[src/rtl/mhpq_pkg.sv]
// Shared types and constants for the max-heap priority queue.
// No dependencies; every other file refers to this package by scoped names.
package mhpq_pkg;

  // Field widths of the request and response beats
  localparam int unsigned DataW   = 32;
  localparam int unsigned OpW     = 2;
  localparam int unsigned StatusW = 2;
  localparam int unsigned CountW  = 7;

  // Default number of entries (at most 127, so that a count fits in CountW bits)
  localparam int unsigned Capacity = 64;

  // Request codes
  typedef enum logic [OpW-1:0] {
    OP_INSERT = 2'd0,
    OP_DELETE = 2'd1,
    OP_PEEK   = 2'd2,
    OP_SORT   = 2'd3
  } op_e;

  // Response status codes
  typedef enum logic [StatusW-1:0] {
    ST_OK       = 2'd0,
    ST_OVERFLOW = 2'd1,
    ST_EMPTY    = 2'd2
  } status_e;

  // Command broadcast to every cell of the chain
  typedef enum logic [1:0] {
    CELL_HOLD,
    CELL_INSERT,     // open a gap and drop the new value into it
    CELL_SHIFT_UP,   // take the neighbour further from the root
    CELL_SHIFT_DOWN  // take the neighbour nearer the root
  } cell_cmd_e;

  typedef struct packed {
    cell_cmd_e                cmd;
    logic signed [DataW-1:0] data;
  } cell_ctrl_t;

  // Contents of one cell as seen by its neighbours
  typedef struct packed {
    logic                     ok;
    logic signed [DataW-1:0] value;
  } cell_slot_t;

endpackage

[src/rtl/mhpq_cell.sv]
// One cell of the sorted chain: holds one value and its occupied flag.
// Depends on mhpq_pkg; instantiated in a row by max_heap_priority_queue_core.
module mhpq_cell (
  input  logic                 clk_i,
  input  logic                 rst_ni,
  input  mhpq_pkg::cell_ctrl_t ctrl_i,
  input  mhpq_pkg::cell_slot_t left_i,     // neighbour nearer the root
  input  logic                 left_gt_i,  // new value belongs before the left cell
  input  mhpq_pkg::cell_slot_t right_i,    // neighbour further from the root
  output mhpq_pkg::cell_slot_t slot_o,
  output logic                 gt_o
);

  mhpq_pkg::cell_slot_t slot_q, slot_d;

  // New value ranks before this cell when the cell is empty or smaller
  assign gt_o   = !slot_q.ok || (ctrl_i.data > slot_q.value);
  assign slot_o = slot_q;

  // Pick the next contents from the command
  always_comb begin
    slot_d = slot_q;
    unique case (ctrl_i.cmd)
      mhpq_pkg::CELL_HOLD: slot_d = slot_q;
      mhpq_pkg::CELL_INSERT: begin
        if (gt_o) begin
          if (left_gt_i) begin
            slot_d = left_i;
          end else begin
            slot_d.ok    = 1'b1;
            slot_d.value = ctrl_i.data;
          end
        end
      end
      mhpq_pkg::CELL_SHIFT_UP:   slot_d = right_i;
      mhpq_pkg::CELL_SHIFT_DOWN: slot_d = left_i;
      default:                   slot_d = slot_q;
    endcase
  end

  // Hold the cell contents
  always_ff @(posedge clk_i or negedge rst_ni) begin
    if (!rst_ni) begin
      slot_q.ok    <= 1'b0;
      slot_q.value <= '0;
    end else begin
      slot_q <= slot_d;
    end
  end

endmodule

[config.mk]
export PLATFORM = sky130hd
export DESIGN_NAME = mhpq_cell
export DESIGN_NICKNAME = d
export VERILOG_FILES = /design/src/rtl/mhpq_pkg.sv /design/src/rtl/mhpq_cell.sv
export SDC_FILE = /design/constraint.sdc
export NUM_CORES = 1
export LEC_CHECK = 0
export BUFFER_PORTS_ARGS = -buffer_cell sky130_fd_sc_hd__buf_2
export CORE_ASPECT_RATIO = 0.5
export CORE_MARGIN = 2
export CORE_UTILIZATION = 50
export CTS_CLUSTER_SIZE = 20
export DETAILED_ROUTE_END_ITERATION = 7
export GPL_ROUTABILITY_DRIVEN = 0
export PLACE_DENSITY = 0.84
export SYNTH_ARGS = -nofsm -noshare
export SYNTH_HDL_FRONTEND = slang
export SYNTH_SLANG_ARGS = --single-unit
[constraint.sdc]
create_clock -name clk_i -period 6.5 [get_ports clk_i]
set_input_delay 0.975 -clock clk_i [delete_from_list [all_inputs] [get_ports clk_i]]
set_output_delay 0.975 -clock clk_i [all_outputs]
set_load 0.01 [all_outputs]
==> metrics.txt <==
status finished, final reports clean; PwrDens 238 mW/mm²; DIE AREA 0.00685 mm²; Die W 115 µm; clk sinks 33; final setup violation count 0; worst path buffer plus inverter count 2; hpwl dp 5.93 mm; vias in the first global route 2667; share of cells above drive strength 1 0.381; Fin Setup TNS 0 ps; max FFs per register 33; fin area 0.00397 mm²; Worst Setup Path Type in -> out; # Post-CTS Setup Buffers 0; drt pass-1 iters 5; clk root buf clkbuf_16; Residual DRC 0; Synth cell types 29; Clk pin slew, worst setup/hold paths 50 ps; Lkg Pwr 0.00211 µW; clock skew 6.39 ps; critical path endpoint category output port; Fmax achieved 258 MHz; Data arrival, critical path 2910 ps; Num CTS Buffers 5; Rows 20; Port-buffer cells 136; Core Util, Final 0.661; cell area after placement 0.00379 mm²; antenna violations before repair 0; CTS tree built; worst-path fanout max 4; Vias 2817; io pins 137; final-report hold violation count 0; Max VDD drop 121 µV; post-synthesis average cell area 9.13 µm²; core box area 0.00601 mm²; clk_lat worst skew 270 ps; slowest CP cell a2111oi_0; nets@finish 601; minimum clock period 3880 ps; area grow syn2layout 28.6%; wirelength, routed 7.45 mm; Max-cap violations 0; CP peak stage delay 510 ps; HP Class reg -> reg; CP Launch Type primary input; n_diodes 0; non-filler instance count after layout 544; crit-path cells buf_2 > ha_1 > nand4_1 > a2111oi_0 > o32ai_1 > mux2i_1 > nand2_1 > nand2_1 > buf_2; first-pass GRT wire length 12.2 mm; Tcrit/Tclk final 0.597; Seq cells post-synth 33; Worst Path Required 5520 ps; Slew @ Worst Pin 1090 ps; GR Overflow Total 0; Routed WL per cell 13.7 µm; Post-Syn Instances 338; Initial Util 0.514; 1st-iter DRT viols 62; Die H 59.5 µm; CTS resizes 0; largest net degree at the start of global routing 70; CP delay by family, top compound AO/OA/AOI/OAI gates; Syn. warnings 0; RSZ-0062 raised after global routing false; Max Root-Sink Buffers 2; Synth Net Count 473; placed cell count 536; relative max-transition margin 0.274; Mapped Area 0.00309 mm²; gr usage total 0.227; # hold bufs at CTS 0; htree depth 2; DR vias/cell 5.18; pins over their slew limit 0; post-synthesis sequential area ratio 0.268; DRT antenna net count 0
cells in the final DEF (no fill, tap or decap), drive strengths merged, types with 3 or more instances in the layout:
cell    Yosys  layout
o21ai      35      35
nor2        6       6
a211oi      3       3
dfrtp      33      33
ha         32      32
mux2       32      32
nand4       8       8
a21oi      15      15
clkbuf      8       7
inv        34      34
nand2      40      40
mux2i      64      64
buf        10     139
Yosys cell counts:
master / count / share of area
a21oi_1: 15 / 0.024
clkbuf_1: 8 / 0.0097
a311oi_4: 1 / 0.0085
nand2_1: 40 / 0.049
o21ai_0: 34 / 0.055
mux2_2: 31 / 0.11
o21ai_1: 1 / 0.0016
buf_1: 7 / 0.0085
mux2i_1: 64 / 0.21
a21o_1: 1 / 0.0024
o211ai_1: 2 / 0.0049
nand3_1: 2 / 0.0032
a2111oi_0: 1 / 0.0028
nor2b_1: 2 / 0.0041
a31oi_1: 1 / 0.0020
ha_1: 32 / 0.13
o22ai_1: 1 / 0.0020
nor4_1: 2 / 0.0041
nand4_1: 8 / 0.016
a221o_1: 1 / 0.0032
nor2_1: 6 / 0.0073
nor3_1: 2 / 0.0032
inv_1: 34 / 0.041
a2111o_1: 1 / 0.0036
buf_6: 3 / 0.011
dfrtp_1: 33 / 0.27
mux2_1: 1 / 0.0036
a211oi_1: 3 / 0.0073
o32ai_1: 1 / 0.0028
metrics by stage:
stage | setup WS, ps | total power (µW) | hold slack, ps
after CTS | 2630 | 952 | 523
after detailed placement | 2690 | 674 | 512
after global routing | 2450 | 1020 | 560
after global placement | 2710 | 662 | 505
final | 2620 | 945 | 521
after floorplan | 3110 | 533 | 557
routing by layer:
metal  track usage  vias up  share of wire
li1              -     1459              -
met1         0.292     1281           0.48
met2         0.400       69           0.46
met3        0.0491        8          0.047
met4        0.0499        0         0.0083
met5             0        -              0
final timing paths:
check / from / end / slack, ps / cells past startpoint
worst max-delay path: ctrl_i[15] / gt_o / 2620 / 9
worst min-delay path: slot_o[0] / slot_o[0] / 520 / 1
worst max register to register: slot_o[13] / slot_o[0] / 3490 / 10
worst min register to register: slot_o[0] / slot_o[0] / 520 / 1
max in group asynchronous: rst_ni / slot_o[2] / 5250 / 1
min in group asynchronous: rst_ni / slot_o[11] / 770 / 1
worst reg2reg max path, delay by kind of cell, from the launching register on:
kind            cells  cell delay (ps)
flops               1              350
fa+ha+maj           1              290
buf+inv             2              430
compound gates      5             1260
mux                 2              550
power by group:
part | internal, µW | leakage (µW) | switching (µW) | total, µW
sequential | 252 | 0.000373 | 23.4 | 275
combinational | 179 | 0.00165 | 215 | 394
clock | 191 | 0.0000841 | 84.0 | 275
kinds of logic after synthesis:
logic type,count (synthesis),share of synthesized area
compound gates,63,0.121
fa+ha+maj,32,0.130
flops,33,0.268
mux,96,0.324
buf+inv,52,0.0706
simple gates,62,0.0868
area by class of cell:
| type | count | area (µm²) |
|---|---|---|
| inverter | 34 | 128 |
| clock buffer | 7 | 143 |
| sequential | 33 | 826 |
| tap | 77 | 96.3 |
| fill | 517 | 2040 |
| clock inverter | 1 | 30.0 |
| multi-input combinational | 253 | 2040 |
| timing repair buffer | 139 | 703 |
Power figures use the tool's default switching activity.
